$ cat config.mk
export PLATFORM = sky130hd
export DESIGN_NAME = pjt_cell
export DESIGN_NICKNAME = d
export VERILOG_FILES = /design/src/sv/pjt_pkg.sv /design/src/sv/pjt_cell.sv
export SDC_FILE = /design/constraint.sdc
export NUM_CORES = 1
export LEC_CHECK = 0
export BUFFER_PORTS_ARGS = -buffer_cell sky130_fd_sc_hd__buf_2
export CORE_ASPECT_RATIO = 0.75
export CORE_UTILIZATION = 47
export CTS_BUF_LIST = sky130_fd_sc_hd__clkbuf_2
export DETAILED_ROUTE_END_ITERATION = 7
export PLACE_DENSITY = 0.83
export SLEW_MARGIN = 20
export SYNTH_ARGS = -nofsm -noshare
export SYNTH_HDL_FRONTEND = slang
export SYNTH_SLANG_ARGS = --single-unit
$ cat constraint.sdc
create_clock -name clock -period 3.1 [get_ports clock]
set_input_delay 0 -clock clock [delete_from_list [all_inputs] [get_ports clock]]
set_output_delay 0 -clock clock [all_outputs]
set_load 0.02 [all_outputs]
$ cat src/sv/pjt_pkg.sv
// Types and codes shared by the job table cells and the top level.
package pjt_pkg;

   // Field widths fixed by the stream payload.
   localparam int CMD_W  = 3;
   localparam int ID_W   = 11;
   localparam int TAG_W  = 32;
   localparam int PRIO_W = 16;
   localparam int WRK_W  = 8;
   localparam int CNT_W  = 11;
   localparam int CODE_W = 3;

   localparam int REQ_DATA_W = 72;
   localparam int RSP_DATA_W = 112;

   // Commands.
   localparam logic [CMD_W-1:0] CMD_ENQUEUE  = 3'd0;
   localparam logic [CMD_W-1:0] CMD_CLAIM    = 3'd1;
   localparam logic [CMD_W-1:0] CMD_COMPLETE = 3'd2;
   localparam logic [CMD_W-1:0] CMD_FAIL     = 3'd3;

   // Result codes.
   localparam logic [CODE_W-1:0] RES_QUEUED    = 3'd0;
   localparam logic [CODE_W-1:0] RES_CLAIMED   = 3'd1;
   localparam logic [CODE_W-1:0] RES_EMPTY     = 3'd2;
   localparam logic [CODE_W-1:0] RES_UPDATED   = 3'd3;
   localparam logic [CODE_W-1:0] RES_NOT_FOUND = 3'd4;
   localparam logic [CODE_W-1:0] RES_FULL      = 3'd5;
   localparam logic [CODE_W-1:0] RES_STATS     = 3'd6;

   // Entry status.
   localparam logic [1:0] ST_QUEUED    = 2'd0;
   localparam logic [1:0] ST_CLAIMED   = 2'd1;
   localparam logic [1:0] ST_COMPLETED = 2'd2;
   localparam logic [1:0] ST_FAILED    = 2'd3;

   typedef enum logic {
      SCAN_CLAIM,
      SCAN_LOOKUP
   } scan_type;

   typedef enum logic [1:0] {
      WR_NONE,
      WR_FILL,
      WR_STATUS
   } wr_op_type;

   // Running result carried from cell to cell.
   typedef struct packed {
      logic                     found;
      logic [1:0]               status;
      logic signed [PRIO_W-1:0] prio;
      logic [TAG_W-1:0]         tag;
   } token_type;

   // Write broadcast to the row.
   typedef struct packed {
      wr_op_type                op;
      logic [1:0]               status;
      logic signed [PRIO_W-1:0] prio;
      logic [TAG_W-1:0]         tag;
   } wr_type;

endpackage

$ cat src/sv/pjt_cell.sv
// One table entry with its stage of the search chain.
module pjt_cell import pjt_pkg::*; #(
   parameter int SW    = 10,
   parameter int CW    = 11,
   parameter int INDEX = 0
) (
   input  logic          clock,
   input  scan_type      mode,
   input  logic [CW-1:0] count,
   input  logic [SW-1:0] target,
   input  token_type     tok_in,
   input  logic [SW-1:0] slot_in,
   output token_type     tok_out,
   output logic [SW-1:0] slot_out,
   input  wr_type        wr,
   input  logic [SW-1:0] wr_slot
);

   logic [1:0]               status_ff;
   logic signed [PRIO_W-1:0] prio_ff;
   logic [TAG_W-1:0]         tag_ff;
   token_type                tok_ff, tok_in_w;
   logic [SW-1:0]            slot_ff, slot_in_w;
   logic                     here, take;

   assign here = CW'(INDEX) < count;

   always_comb begin
      take = 1'b0;
      case (mode)
         SCAN_CLAIM: begin
            take = here && status_ff == ST_QUEUED
                   && (!tok_in.found || prio_ff < tok_in.prio);
         end
         SCAN_LOOKUP: begin
            take = here && SW'(INDEX) == target;
         end
         default: begin
            take = 1'b0;
         end
      endcase
      tok_in_w  = tok_in;
      slot_in_w = slot_in;
      if (take) begin
         tok_in_w.found  = 1'b1;
         tok_in_w.status = status_ff;
         tok_in_w.prio   = prio_ff;
         tok_in_w.tag    = tag_ff;
         slot_in_w       = SW'(INDEX);
      end
   end

   always_ff @(posedge clock) begin
      tok_ff  <= tok_in_w;
      slot_ff <= slot_in_w;
      if (wr_slot == SW'(INDEX)) begin
         case (wr.op)
            WR_FILL: begin
               status_ff <= wr.status;
               prio_ff   <= wr.prio;
               tag_ff    <= wr.tag;
            end
            WR_STATUS: begin
               status_ff <= wr.status;
            end
            default: begin
            end
         endcase
      end
   end

   assign tok_out  = tok_ff;
   assign slot_out = slot_ff;

endmodule

==> tab_implementation.tex, run 1 <==
\begin{tabular}{lr}
\hline
Metric & Value \\
\hline
\multicolumn{2}{l}{\textbf{Clocking}} \\
\quad Clock sinks & 111 \\
\quad Post-CTS setup repair buffer count & 0 \\
\quad Number of buffers created by CTS & 9 \\
\quad Number of gates given a new drive strength after cts & 0 \\
\quad Hold buffer count at cts & 118 \\
\quad CTS Buffer Depth & 2 \\
\quad CTS HTree Levels & 3 \\
\quad Buffer type at the clock tree root & sky130\_fd\_sc\_hd\_\_clkbuf\_2 \\
\multicolumn{2}{l}{\textbf{Floorplan}} \\
\quad Initial standard-cell utilization of the core & 49.7\% \\
\quad IO Pins & 207 \\
\quad Height of the die & 81.9 um \\
\quad Number of rows created at floorplan & 28 \\
\quad Horizontal die dimension & between 100 and 150 um \\
\multicolumn{2}{l}{\textbf{Synthesis}} \\
\quad \#FFs+latches synth & 111 \\
\quad Syn\_nets & 422 \\
\quad Gate count of the mapped netlist & 260 \\
\quad Number of distinct library cell variants in the gate-level netlist after synthesis & 29 \\
\quad Register area share after synthesis & 68.0\% \\
\quad Syn. warnings & 0 \\
\quad Post-synthesis area per instance & 15.4 um2 \\
\quad Summed instance area of the synthesized netlist & 4000 um2 \\
\multicolumn{2}{l}{\textbf{Status}} \\
\quad Stage reached & 4\_1\_cts \\
\quad Error message & [ERROR RSZ-0060] Max buffer count reached. \\
\quad Outcome & aborted with a tool error \\
\multicolumn{2}{l}{\textbf{Place}} \\
\quad Pre-CTS WS & 356 ps \\
\quad Final Wtd Congestion & 0.848 \\
\quad Post-detailed-placement half-perimeter wirelength & 6570 um \\
\quad PortBufs & 206 \\
\hline
\end{tabular}
-- cell families after synthesis --
logic type / Yosys count / synth area share, %
compound gates: 16 / 2.56
fa+ha+maj: 16 / 5.00
buf+inv: 26 / 3.06
flops: 111 / 68.0
mux: 48 / 15.4
simple gates: 43 / 6.00
-- cells in the mapped netlist (all sizes together) --
library cell   n  area share, %
a2111oi        2           0.44
nor2           7           0.66
nand2          6           0.56
buf            5            1.1
o21ai          5           0.62
clkbuf         2           0.19
nand2b         2           0.31
nor2b          1           0.16
o21a           1           0.19
ha            16            5.0
nor4           6           0.94
nand4          4           0.62
mux2          48             15
dfxtp         61             30
or4b           1           0.25
nor3           1           0.12
o211ai         2           0.37
inv           19            1.8
nor3b          1           0.19
and3          10            1.6
nor4b          1           0.22
a31oi          1           0.31
edfxtp        50             38
a21oi          5           0.62
nand3          2           0.25
or2            1           0.16
-- through the flow --
| step | cell area, um2 | util [%] | hold slack, ps | cells |
|---|---|---|---|---|
| 2_1_floorplan | 4000 | - | 98.9 | 260 |
| 3_3_place_gp | 5190 | 64.4 | 177 | 568 |
| 3_5_place_dp | 5190 | 64.4 | 178 | 568 |
==> run 2: changes to the inputs <==
- CORE_ASPECT_RATIO: 0.75 -> unset
- CORE_UTILIZATION: 47 -> 35
- CTS_BUF_LIST: sky130_fd_sc_hd__clkbuf_2 -> unset
- PLACE_DENSITY: 0.83 -> unset
- PLACE_DENSITY_LB_ADDON: unset -> 0.15
==> run 2 against run 1 <==
The run now ends clean. Synthesized cell count stayed put. Synthesized area stayed put.
==> tab_implementation.tex, run 2 <==
\begin{tabular}{lr}
\hline
Metric & Value \\
\hline
\multicolumn{2}{l}{\textbf{Global route}} \\
\quad Global-route wire length before repair & 15,400 um \\
\quad Global route total overflow & 0 \\
\quad Global router's overall resource usage & 17.7\% \\
\quad Antenna violations before repair & 0 \\
\quad GR Layer Usage met2 & 32.0\% \\
\quad Met3 Resource Use GR & 5.44\% \\
\quad Global routing met1 resource utilization & 18.9\% \\
\quad GRT busiest layer & met2 \\
\quad Vias in the first global route & 3,429 \\
\quad Maximum number of pins on one net before global-route repair & 30 \\
\multicolumn{2}{l}{\textbf{Floorplan}} \\
\quad Number of rows created at floorplan & 38 (+36\%) \\
\quad IO Pins & 207 (unchanged) \\
\quad Area of the core region & 11,000 um2 \\
\quad Horizontal die dimension & 109 um (+0.35\%) \\
\quad Die Footprint & 11,900 um2 \\
\quad Initial standard-cell utilization of the core & 36.5\% (-13 points) \\
\quad Height of the die & 109 um (+33\%) \\
\multicolumn{2}{l}{\textbf{Critical path}} \\
\quad Critical Path AT & 2970 ps \\
\quad Critical path capture point type & flip-flop \\
\quad CP required & 3330 ps \\
\quad Top fanout value on the critical path & 20 \\
\quad Worst setup SP type & flip-flop \\
\quad Worst setup path class & flip-flop to flip-flop \\
\multicolumn{2}{l}{\textbf{Route}} \\
\quad DRT antenna net count & 0 \\
\quad Wire per inst & approximately 14 um \\
\quad Number of vias per cell & $\sim$4.4 \\
\quad Router iterations before antenna repair & 4 \\
\quad Overall routed net length & 10,300 um \\
\quad Vias post-DR & 3,179 \\
\quad Number of remaining DRC errors & 0 \\
\quad First-iteration detailed-routing DRC count & 106 \\
\multicolumn{2}{l}{\textbf{STA}} \\
\quad Tightest Pin Transition & between 600 and 700 ps \\
\quad Fin crit period & 2740 ps \\
\quad Peak Freq & approximately 360 MHz \\
\quad Clock skew & 5.17 ps \\
\quad RSZ-0062 raised after global routing & false \\
\quad Worst slew margin relative to its limit & between 50\% and 60\% \\
\quad Portion of the clock cycle consumed by the worst path in the final layout & 88.5\% \\
\quad Finish-stage setup viols & 0 \\
\quad Accumulated negative setup slack & 0 ps \\
\quad Final slew viol count & 0 \\
\quad Count of final hold-check violations & 0 \\
\multicolumn{2}{l}{\textbf{Finish}} \\
\quad Multi-input combinational cell area & 1180 um2 \\
\quad Final-stage net count & 746 \\
\quad Leading cell type in the layout, fill and taps excluded & sky130\_fd\_sc\_hd\_\_buf\_2 \\
\quad Antenna diodes & 0 \\
\quad Flip-flop count of the largest register, all copies and words added & 51 \\
\quad Leading cell types in the layout, fill and taps excluded & sky130\_fd\_sc\_hd\_\_buf\_2, sky130\_fd\_sc\_hd\_\_dlygate4sd3\_1, sky130\_fd\_sc\_hd\_\_dfxtp\_1 \\
\quad Area growth syn-to-layout & 64.6\% \\
\quad Fraction of layout instances using a drive strength above 1 & 41.7\% \\
\quad Filler cell count & 892 \\
\quad Final Cell Area & 6590 um2 \\
\quad FF/Latch Area & approximately 2700 um2 \\
\multicolumn{2}{l}{\textbf{Synthesis}} \\
\quad Top\_reg\_cell synth & sky130\_fd\_sc\_hd\_\_dfxtp\_1 \\
\quad Synth cell count leaders & sky130\_fd\_sc\_hd\_\_dfxtp\_1, sky130\_fd\_sc\_hd\_\_edfxtp\_1, sky130\_fd\_sc\_hd\_\_mux2\_1 \\
\quad Gate count of the mapped netlist & 260 (unchanged) \\
\quad Proportion of netlist area held by the largest area contributor & 37.5\% (unchanged) \\
\quad \#FFs+latches synth & 111 (unchanged) \\
\quad Cell type contributing the most total cell area after synthesis & sky130\_fd\_sc\_hd\_\_edfxtp\_1 \\
\quad Syn\_nets & 422 (unchanged) \\
\quad Async set-or-reset flop fraction in the synthesized netlist & 0\% (unchanged) \\
\quad Syn. warnings & 0 (unchanged) \\
\quad Count of flip-flops with a built-in enable after synthesis & 50 (unchanged) \\
\quad Cells taking the most area after synthesis & sky130\_fd\_sc\_hd\_\_edfxtp\_1, sky130\_fd\_sc\_hd\_\_dfxtp\_1, sky130\_fd\_sc\_hd\_\_mux2\_1, sky130\_fd\_sc\_hd\_\_mux2\_4, sky130\_fd\_sc\_hd\_\_ha\_1 \\
\quad Post-synthesis area per instance & 15.4 um2 (unchanged) \\
\quad Summed instance area of the synthesized netlist & 4000 um2 (unchanged) \\
\quad Cell with the most instances after synthesis & sky130\_fd\_sc\_hd\_\_dfxtp\_1 \\
\quad Number of distinct library cell variants in the gate-level netlist after synthesis & 29 (unchanged) \\
\quad Register area share after synthesis & 68.0\% (unchanged) \\
\multicolumn{2}{l}{\textbf{Clocking}} \\
\quad Clock sinks & 111 (unchanged) \\
\quad Post-CTS setup repair buffer count & 0 (unchanged) \\
\quad CTS Buffer Depth & 2 (unchanged) \\
\quad Number of buffers created by CTS & 9 (unchanged) \\
\quad Buffer type at the clock tree root & sky130\_fd\_sc\_hd\_\_clkbuf\_16 \\
\quad Clock slew seen by the registers of the worst setup and hold paths & about 70 ps \\
\quad Clock latency reported for the late side of the worst-skew pair & 340 ps \\
\quad CTS HTree Levels & 3 (unchanged) \\
\quad Clock tree from TritonCTS & built \\
\multicolumn{2}{l}{\textbf{Power and ir drop}} \\
\quad Part of the power in registers & 52.7\% \\
\quad Max rail drop VDD & 0.319 mV \\
\quad Sw frac & 22.1\% \\
\quad Relative contribution of the clock network to total power & 34.2\% \\
\quad Reported leakage power & 0.00297 uW \\
\quad Cell internal power dissipation & between 2000 and 2500 uW \\
\quad Sw Pwr & 664 uW \\
\quad Total power per unit cell area & 456 nW/um2 \\
\quad Share of total power in combinational logic & a little over an eighth \\
\multicolumn{2}{l}{\textbf{Place}} \\
\quad Post-DP Area & 5230 um2 (+0.70\%) \\
\quad PortBufs & 206 (unchanged) \\
\quad Final Wtd Congestion & 0.814 (-4.1\%) \\
\quad Post-detailed-placement half-perimeter wirelength & 6920 um (+5.4\%) \\
\multicolumn{2}{l}{\textbf{Hold path}} \\
\quad Path category of the worst min-delay check & primary input to flip-flop \\
\multicolumn{2}{l}{\textbf{Job}} \\
\quad Reported max-cap violation count & 0 \\
\multicolumn{2}{l}{\textbf{Status}} \\
\quad Outcome & finished, final reports clean \\
\hline
\end{tabular}
## run 2: cell counts after synthesis
No cell type changed its count.
## run 2: worst max-delay path, cell delays in order (launching register included)
cell and delay (ps):
sky130_fd_sc_hd__edfxtp_1 400, sky130_fd_sc_hd__ha_1 320, sky130_fd_sc_hd__a21oi_1 140, sky130_fd_sc_hd__o21ai_1 80, sky130_fd_sc_hd__a2111oi_0 490, sky130_fd_sc_hd__a31oi_2 250, sky130_fd_sc_hd__o21ai_4 230, sky130_fd_sc_hd__buf_4 330
sky130_fd_sc_hd__mux2_1 370
## run 2: routing by layer
layer	wire (um)	share of wire, %
met5	0	0
met3	754	7.3
met4	157	1.5
met2	5260	51
met1	4100	40
## run 2: cell type report
type	instances	share of cell area, %
multi-input combinational	123	17.9
timing repair buffer	320	33.2
tap	140	2.66
clock inverter	5	0.399
sequential	111	41.3
clock buffer	10	3.47
inverter	19	1.08
## run 2: logic make-up after synthesis
logic type      Yosys count  synth area share [%]
simple gates             43                  6.00
fa+ha+maj                16                  5.00
buf+inv                  26                  3.06
flops                   111                  68.0
mux                      48                  15.4
compound gates           16                  2.56
## run 2: timing repair
| action | in CTS | in global routing |
|---|---|---|
| setup endpoints to repair | 0 | 0 |
| hold buffers | 111 | 0 |
| hold endpoints to repair | 111 | 0 |
| resized for setup | 0 | 0 |
## run 2: worst paths after layout
path | start | endpoint | slack [ps] | depth (start not counted)
setup / recovery | prio_ff[7] | tok_out[11] | 360 | 8
hold / removal | mode | tok_out[50] | 8 | 4
setup reg to reg | prio_ff[7] | tok_out[11] | 360 | 8
hold reg to reg | tag_ff[18] | tok_out[18] | 450 | 1
## run 2: power groups by stage
stage	Combinational (uW)	Sequential [uW]	Clock [uW]
4_1_cts	396	1580	1070
3_5_place_dp	286	1620	0
6_report	395	1580	1030
5_1_grt	429	1590	1120
2_1_floorplan	72.6	1680	0
3_3_place_gp	281	1620	0
## run 2: stage by stage
step	utilization [%]	total power [uW]	setup slack, ps	hold WS [ps]	instances
2_1_floorplan	-	1750	244	98.9	260
3_3_place_gp	47.6	1900	440	177	602
3_5_place_dp	47.6	1900	365	178	602
4_1_cts	60.0	3050	335	4.85	728
5_1_grt	60.0	3130	17.1	25.1	728
6_report	60.0	3010	358	8.36	728
(Power assumes the default switching activity.)
==> run 3: changes to the inputs <==
- REMOVE_ABC_BUFFERS: unset -> 1
==> run 3 against run 2 <==
Via count rose by 1.6%. Sequential power barely moved. Clock power barely moved. Hold slack improved by 68 ps. First-iteration DRC count fell by 28%. Setup slack improved by 52 ps. Utilization rose by 0.068 points. Critical path depth did not move. Non-clock buffer count rose by 2. Cell area rose by 0.11%. Flip-flop and latch count did not move. Fmax rose by 1.9%. Critical path type unchanged. Largest cell class unchanged. Highest routed layer unchanged.
==> tab_implementation.tex, run 3 (synthesis gave the netlist of run 2 again) <==
\begin{tabular}{lr}
\hline
Metric & Value \\
\hline
\multicolumn{2}{l}{\textbf{Finish}} \\
\quad FF/Latch Area & 2720 um2 (unchanged) \\
\quad Final-stage net count & 748 (+0.27\%) \\
\quad Leading cell types in the layout, fill and taps excluded & sky130\_fd\_sc\_hd\_\_buf\_2, sky130\_fd\_sc\_hd\_\_dlygate4sd3\_1, sky130\_fd\_sc\_hd\_\_dfxtp\_1 \\
\quad Flip-flop count of the largest register, all copies and words added & 51 (unchanged) \\
\quad Fraction of layout instances using a drive strength above 1 & 41.3\% (-0.38 points) \\
\quad Final Cell Area & 6600 um2 (+0.11\%) \\
\quad Number of cells in the finished layout apart from fillers & 731 (+0.41\%) \\
\quad Filler cell count & 923 (+3.5\%) \\
\quad Multi-input combinational cell area & 1180 um2 (unchanged) \\
\quad Utilization of the core after routing & 60.1\% (+0.068 points) \\
\quad Area growth syn-to-layout & 64.8\% \\
\quad Leading cell type in the layout, fill and taps excluded & sky130\_fd\_sc\_hd\_\_buf\_2 \\
\quad Antenna diodes & 0 (unchanged) \\
\multicolumn{2}{l}{\textbf{Clocking}} \\
\quad Buffer type at the clock tree root & sky130\_fd\_sc\_hd\_\_clkbuf\_16 \\
\quad Clock slew seen by the registers of the worst setup and hold paths & 70 ps (about the same) \\
\quad Number of buffers created by CTS & 9 (unchanged) \\
\quad CTS Buffer Depth & 2 (unchanged) \\
\quad CTS HTree Levels & 3 (unchanged) \\
\quad Clock latency reported for the late side of the worst-skew pair & 340 ps (about the same) \\
\quad Clock sinks & 111 (unchanged) \\
\quad Clock tree from TritonCTS & built \\
\multicolumn{2}{l}{\textbf{Place}} \\
\quad Post-detailed-placement half-perimeter wirelength & 6640 um (-4.1\%) \\
\quad Final Wtd Congestion & 0.673 (-17\%) \\
\quad Pre-CTS WS & 418 ps (+53.1 ps) \\
\quad Number of instances in the placed design & 603 (+0.17\%) \\
\quad Post-DP Area & 5220 um2 (about the same) \\
\quad PortBufs & 206 (unchanged) \\
\multicolumn{2}{l}{\textbf{Power and ir drop}} \\
\quad Max rail drop VDD & 0.342 mV (+7.2\%) \\
\quad Total power per unit cell area & 456 nW/um2 (about the same) \\
\quad Reported leakage power & 0.00298 uW (+0.25\%) \\
\multicolumn{2}{l}{\textbf{STA}} \\
\quad Portion of the clock cycle consumed by the worst path in the final layout & 86.8\% (-1.7 points) \\
\quad Accumulated negative setup slack & 0 ps (unchanged) \\
\quad Peak Freq & 372 MHz (+1.9\%) \\
\quad Count of final hold-check violations & 0 (unchanged) \\
\quad Fin crit period & 2690 ps (-52.3 ps) \\
\quad RSZ-0062 raised after global routing & false \\
\quad Worst slew margin relative to its limit & 53.6\% (+0.15 points) \\
\quad Finish-stage setup viols & 0 (unchanged) \\
\quad Clock skew & 4.28 ps (-0.887 ps) \\
\quad Tightest Pin Transition & 696 ps (-0.572 ps) \\
\quad Final slew viol count & 0 (unchanged) \\
\quad Final critical-path setup slack & 410 ps (+52.3 ps) \\
\multicolumn{2}{l}{\textbf{Status}} \\
\quad Outcome & finished, final reports clean \\
\multicolumn{2}{l}{\textbf{Critical path}} \\
\quad Worst setup path class & flip-flop to flip-flop \\
\quad CP required & 3320 ps (about the same) \\
\quad Sum of buffers and inverters on the critical path & 1 (unchanged) \\
\quad Largest stage delay, worst path & 510 ps (+20 ps) \\
\quad Critical path capture point type & flip-flop \\
\quad Worst-path cell with the longest stage delay & sky130\_fd\_sc\_hd\_\_a2111oi\_0 \\
\quad Crit path cell chain & ha\_1 > a21oi\_1 > o21ai\_1 > a2111oi\_0 > a31oi\_2 > o21ai\_4 > buf\_12 > mux2\_1 \\
\quad Worst setup SP type & flip-flop \\
\quad Critical Path AT & 2910 ps (-60 ps) \\
\quad Top fanout value on the critical path & 36 (+80\%) \\
\quad Largest delay share family, worst path & compound AO/OA/AOI/OAI gates \\
\multicolumn{2}{l}{\textbf{Floorplan}} \\
\quad Die Footprint & 11,900 um2 (unchanged) \\
\quad Height of the die & 109 um (unchanged) \\
\quad IO Pins & 207 (unchanged) \\
\quad Number of rows created at floorplan & 38 (unchanged) \\
\quad Horizontal die dimension & 109 um (unchanged) \\
\quad Initial standard-cell utilization of the core & 36.5\% (unchanged) \\
\quad Area of the core region & 11,000 um2 (unchanged) \\
\multicolumn{2}{l}{\textbf{Global route}} \\
\quad Global route total overflow & 0 (unchanged) \\
\quad Global-route wire length before repair & 14,800 um (-4.5\%) \\
\quad Antenna violations before repair & 0 (unchanged) \\
\quad Vias in the first global route & 3,135 (-8.6\%) \\
\quad Global router's overall resource usage & 16.9\% (-0.83 points) \\
\quad Maximum number of pins on one net before global-route repair & 49 (+63\%) \\
\multicolumn{2}{l}{\textbf{Route}} \\
\quad Wire per inst & 13.7 um (-3.2\%) \\
\quad Overall routed net length & 9980 um (-2.8\%) \\
\quad Router iterations before antenna repair & 4 (unchanged) \\
\quad Number of remaining DRC errors & 0 (unchanged) \\
\quad First-iteration detailed-routing DRC count & 76 (-28\%) \\
\quad Number of vias per cell & 4.42 (+1.2\%) \\
\quad DRT antenna net count & 0 (unchanged) \\
\quad Vias post-DR & 3,231 (+1.6\%) \\
\multicolumn{2}{l}{\textbf{Job}} \\
\quad Reported max-cap violation count & 0 (unchanged) \\
\multicolumn{2}{l}{\textbf{Hold path}} \\
\quad Path category of the worst min-delay check & primary input to flip-flop \\
\hline
\end{tabular}
-- run 3: path summary, 6_finish.rpt --
check	cells after the start	slack (ps)	endpoint	start
worst min-delay path	3	80	status_ff[0]	wr[50]
worst max register to register	8	410	tok_out[7]	prio_ff[5]
worst max-delay path	8	410	tok_out[7]	prio_ff[5]
worst min register to register	1	460	tok_out[17]	tag_ff[17]
-- run 3: timing repair --
action | in CTS | in global routing
gates resized for setup | 0 | 0
setup buffers | 0 | 0
hold buffers | 112 | 0
endpoints found under the hold margin | 111 | 0
-- run 3: worst min-delay path: cells and delay by family --
family                     cells  cell delay [ps]
buffers and inverters          1               80
and+or+nand+nor                1               60
adders and majority gates      1              110
-- run 3: metrics by stage --
step	hold slack, ps	total power [uW]
after floorplan	98.9	1750
after global placement	177	1900
after detailed placement	178	1900
after CTS	62.4	3050
after global routing	84.2	3150
final	76.8	3010
-- run 3: routing by layer --
layer | global-route usage (%) | part of all wire [%] | vias up
li1 | - | - | 1592
met1 | 17.5 | 37 | 1478
met2 | 30.9 | 53 | 148
met3 | 5.32 | 8.9 | 13
met4 | 7.24 | 1.5 | 0
met5 | 0 | 0 | -
-- run 3: report_power, final --
part	leakage [uW]	internal, uW	switching (uW)	total [uW]
combinational	0.00189	237	159	396
clock	0.000126	538	494	1030
sequential	0.000964	1570	10.6	1580
-- run 3: area by class of cell --
type | instances | area share, %
inverters | 19 | 1.08
repair buffers | 322 | 33.3
multi-input cells | 123 | 17.8
clock inverters | 5 | 0.379
well taps | 140 | 2.65
clock buffers | 11 | 3.53
flip-flops and latches | 111 | 41.3
==> run 4: changes to the inputs <==
==> constraint.sdc (replaced) <==
create_clock -name clock -period 3.1 [get_ports clock]
set_input_delay 0.465 -clock clock [delete_from_list [all_inputs] [get_ports clock]]
set_output_delay 0.465 -clock clock [all_outputs]
set_load 0.02 [all_outputs]
==> run 4 against run 3 <==
Utilization is 9.5 points lower. Hold slack better by 210 ps. Sequential power about the same. Clock skew up 2.7 ps. Non-clock buffer count decreased by 110. Critical path type unchanged. Highest routed layer unchanged.
==> tab_implementation.tex, run 4 (synthesis gave the netlist of run 2 again) <==
\begin{tabular}{lr}
\hline
Metric & Value \\
\hline
\multicolumn{2}{l}{\textbf{Route}} \\
\quad Wire per inst & 13.9 um (+2.0\%) \\
\quad Overall routed net length & 8650 um (-13\%) \\
\quad DRT antenna net count & 0 (unchanged) \\
\quad Number of remaining DRC errors & 0 (unchanged) \\
\quad First-iteration detailed-routing DRC count & 72 (-5.3\%) \\
\quad Router iterations before antenna repair & 4 (unchanged) \\
\quad Number of vias per cell & 4.48 (+1.3\%) \\
\quad Vias post-DR & 2,781 (-14\%) \\
\multicolumn{2}{l}{\textbf{Clocking}} \\
\quad CTS Buffer Depth & 2 (unchanged) \\
\quad Clock latency reported for the late side of the worst-skew pair & 350 ps (about the same) \\
\quad Buffer type at the clock tree root & sky130\_fd\_sc\_hd\_\_clkbuf\_16 \\
\quad Number of gates given a new drive strength after cts & 0 (unchanged) \\
\quad Post-CTS setup repair buffer count & 0 (unchanged) \\
\quad Clock sinks & 111 (unchanged) \\
\quad Hold buffer count at cts & 0 (-100\%) \\
\quad CTS HTree Levels & 3 (unchanged) \\
\quad Number of buffers created by CTS & 9 (unchanged) \\
\quad Clock tree from TritonCTS & built \\
\quad Clock slew seen by the registers of the worst setup and hold paths & 70 ps (about the same) \\
\multicolumn{2}{l}{\textbf{Critical path}} \\
\quad Critical path capture point type & flip-flop \\
\quad Worst-path cell with the longest stage delay & sky130\_fd\_sc\_hd\_\_a2111oi\_0 \\
\quad Worst setup SP type & flip-flop \\
\quad Largest stage delay, worst path & 520 ps (about the same) \\
\quad CP required & 3330 ps (about the same) \\
\quad Top fanout value on the critical path & 21 (-42\%) \\
\quad Worst setup path class & flip-flop to flip-flop \\
\quad Beginning of the critical path & prio\_ff[5] \\
\quad Reg2Reg Launch Point & prio\_ff[5] \\
\quad Critical Path AT & 2940 ps (+30 ps) \\
\quad Crit path cell chain & ha\_1 > a21oi\_1 > o21ai\_1 > a2111oi\_0 > a31oi\_2 > o21ai\_4 > buf\_12 > mux2\_1 \\
\multicolumn{2}{l}{\textbf{STA}} \\
\quad Clock skew & 6.96 ps (+2.68 ps) \\
\quad Count of final hold-check violations & 0 (unchanged) \\
\quad Finish-stage setup viols & 0 (unchanged) \\
\quad Tightest Pin Transition & 497 ps (-199 ps) \\
\quad Peak Freq & 369 MHz (-0.67\%) \\
\quad Final slew viol count & 0 (unchanged) \\
\quad Portion of the clock cycle consumed by the worst path in the final layout & 87.4\% (+0.59 points) \\
\quad Final Hold Slack & 288 ps (+211 ps) \\
\quad RSZ-0062 raised after global routing & false \\
\quad Worst slew margin relative to its limit & 66.0\% (+12 points) \\
\quad Fin crit period & 2710 ps (+18.2 ps) \\
\multicolumn{2}{l}{\textbf{Finish}} \\
\quad Flip-flop count of the largest register, all copies and words added & 51 (unchanged) \\
\quad Fraction of layout instances using a drive strength above 1 & 51.4\% (+10 points) \\
\quad Area growth syn-to-layout & 38.8\% \\
\quad Final-stage net count & 638 (-15\%) \\
\quad Final Cell Area & 5560 um2 (-16\%) \\
\quad Leading cell type in the layout, fill and taps excluded & sky130\_fd\_sc\_hd\_\_buf\_2 \\
\quad Antenna diodes & 0 (unchanged) \\
\quad Filler cell count & 999 (+8.2\%) \\
\quad Leading cell types in the layout, fill and taps excluded & sky130\_fd\_sc\_hd\_\_buf\_2, sky130\_fd\_sc\_hd\_\_dfxtp\_1, sky130\_fd\_sc\_hd\_\_edfxtp\_1 \\
\multicolumn{2}{l}{\textbf{Place}} \\
\quad Post-detailed-placement half-perimeter wirelength & 6610 um (-0.40\%) \\
\quad PortBufs & 206 (unchanged) \\
\quad Post-DP Area & 5270 um2 (+1.0\%) \\
\quad Final Wtd Congestion & 0.698 (+3.7\%) \\
\multicolumn{2}{l}{\textbf{Floorplan}} \\
\quad Die Footprint & 11,900 um2 (unchanged) \\
\quad Horizontal die dimension & 109 um (unchanged) \\
\quad Number of rows created at floorplan & 38 (unchanged) \\
\quad Height of the die & 109 um (unchanged) \\
\quad Area of the core region & 11,000 um2 (unchanged) \\
\quad IO Pins & 207 (unchanged) \\
\quad Initial standard-cell utilization of the core & 36.5\% (unchanged) \\
\multicolumn{2}{l}{\textbf{Global route}} \\
\quad Maximum number of pins on one net before global-route repair & 49 (unchanged) \\
\quad Vias in the first global route & 2,677 (-15\%) \\
\quad Global router's overall resource usage & 14.7\% (-2.1 points) \\
\quad Antenna violations before repair & 0 (unchanged) \\
\quad Global-route wire length before repair & 12,600 um (-15\%) \\
\quad Global route total overflow & 0 (unchanged) \\
\multicolumn{2}{l}{\textbf{Status}} \\
\quad Outcome & finished, final reports clean \\
\multicolumn{2}{l}{\textbf{Power and ir drop}} \\
\quad Total power per unit cell area & 538 nW/um2 (+18\%) \\
\quad Max rail drop VDD & 0.392 mV (+15\%) \\
\quad Pwr Total & 2990 uW (-0.65\%) \\
\quad Reported leakage power & 0.00254 uW (-15\%) \\
\multicolumn{2}{l}{\textbf{Hold path}} \\
\quad Path category of the worst min-delay check & primary input to flip-flop \\
\quad Min-Delay Startpoint & wr[21] \\
\multicolumn{2}{l}{\textbf{Job}} \\
\quad Reported max-cap violation count & 0 (unchanged) \\
\hline
\end{tabular}
==> run 4: area by class of cell <==
type                    count  area [um2]  share of cell area [%]
flip-flops and latches    111        2720                    49.0
multi-input cells         123        1180                    21.2
repair buffers            212        1130                    20.3
clock buffers              12         236                    4.26
well taps                 140         175                    3.15
inverters                  19        71.3                    1.28
clock inverters             4        47.5                   0.856
==> run 4: worst paths after layout <==
kind | end | slack [ps] | depth (start not counted)
min | tag_ff[21] | 290 | 1
min reg2reg | tok_out[14] | 460 | 1
max reg2reg | tok_out[15] | 390 | 8
max | tok_out[15] | 390 | 8
==> run 4: power by group <==
| group | internal (uW) | total [uW] | switching (uW) |
|---|---|---|---|
| Combinational | 146 | 284 | 137 |
| Sequential | 1570 | 1580 | 10.2 |
| Clock | 627 | 1120 | 498 |
==> run 4: routing by layer <==
layer,global-route usage [%],part of all wire [%],up-vias
met1,14.5,36,1247
met5,0,0,-
met4,7.53,1.8,0
met2,25.7,50,145
met3,6.69,12,14
li1,-,-,1375
==> run 4: critical path: cells and delay by family (launching register included) <==
| kind | cells | cell delay (ps) |
|---|---|---|
| AOI/OAI and AO/OA | 5 | 1330 |
| adders and majority gates | 1 | 300 |
| buffers and inverters | 1 | 220 |
| DFF | 1 | 390 |
| muxes | 1 | 340 |
==> run 4: stage by stage <==
step	worst slack, ps	cells	utilization (%)	TNS [ps]
3_3_place_gp	241	605	48.0	0
5_1_grt	105	621	50.6	0
4_1_cts	356	621	50.6	0
6_report	392	621	50.6	0
2_1_floorplan	-1820	253	-	-97710
3_5_place_dp	157	605	48.0	0
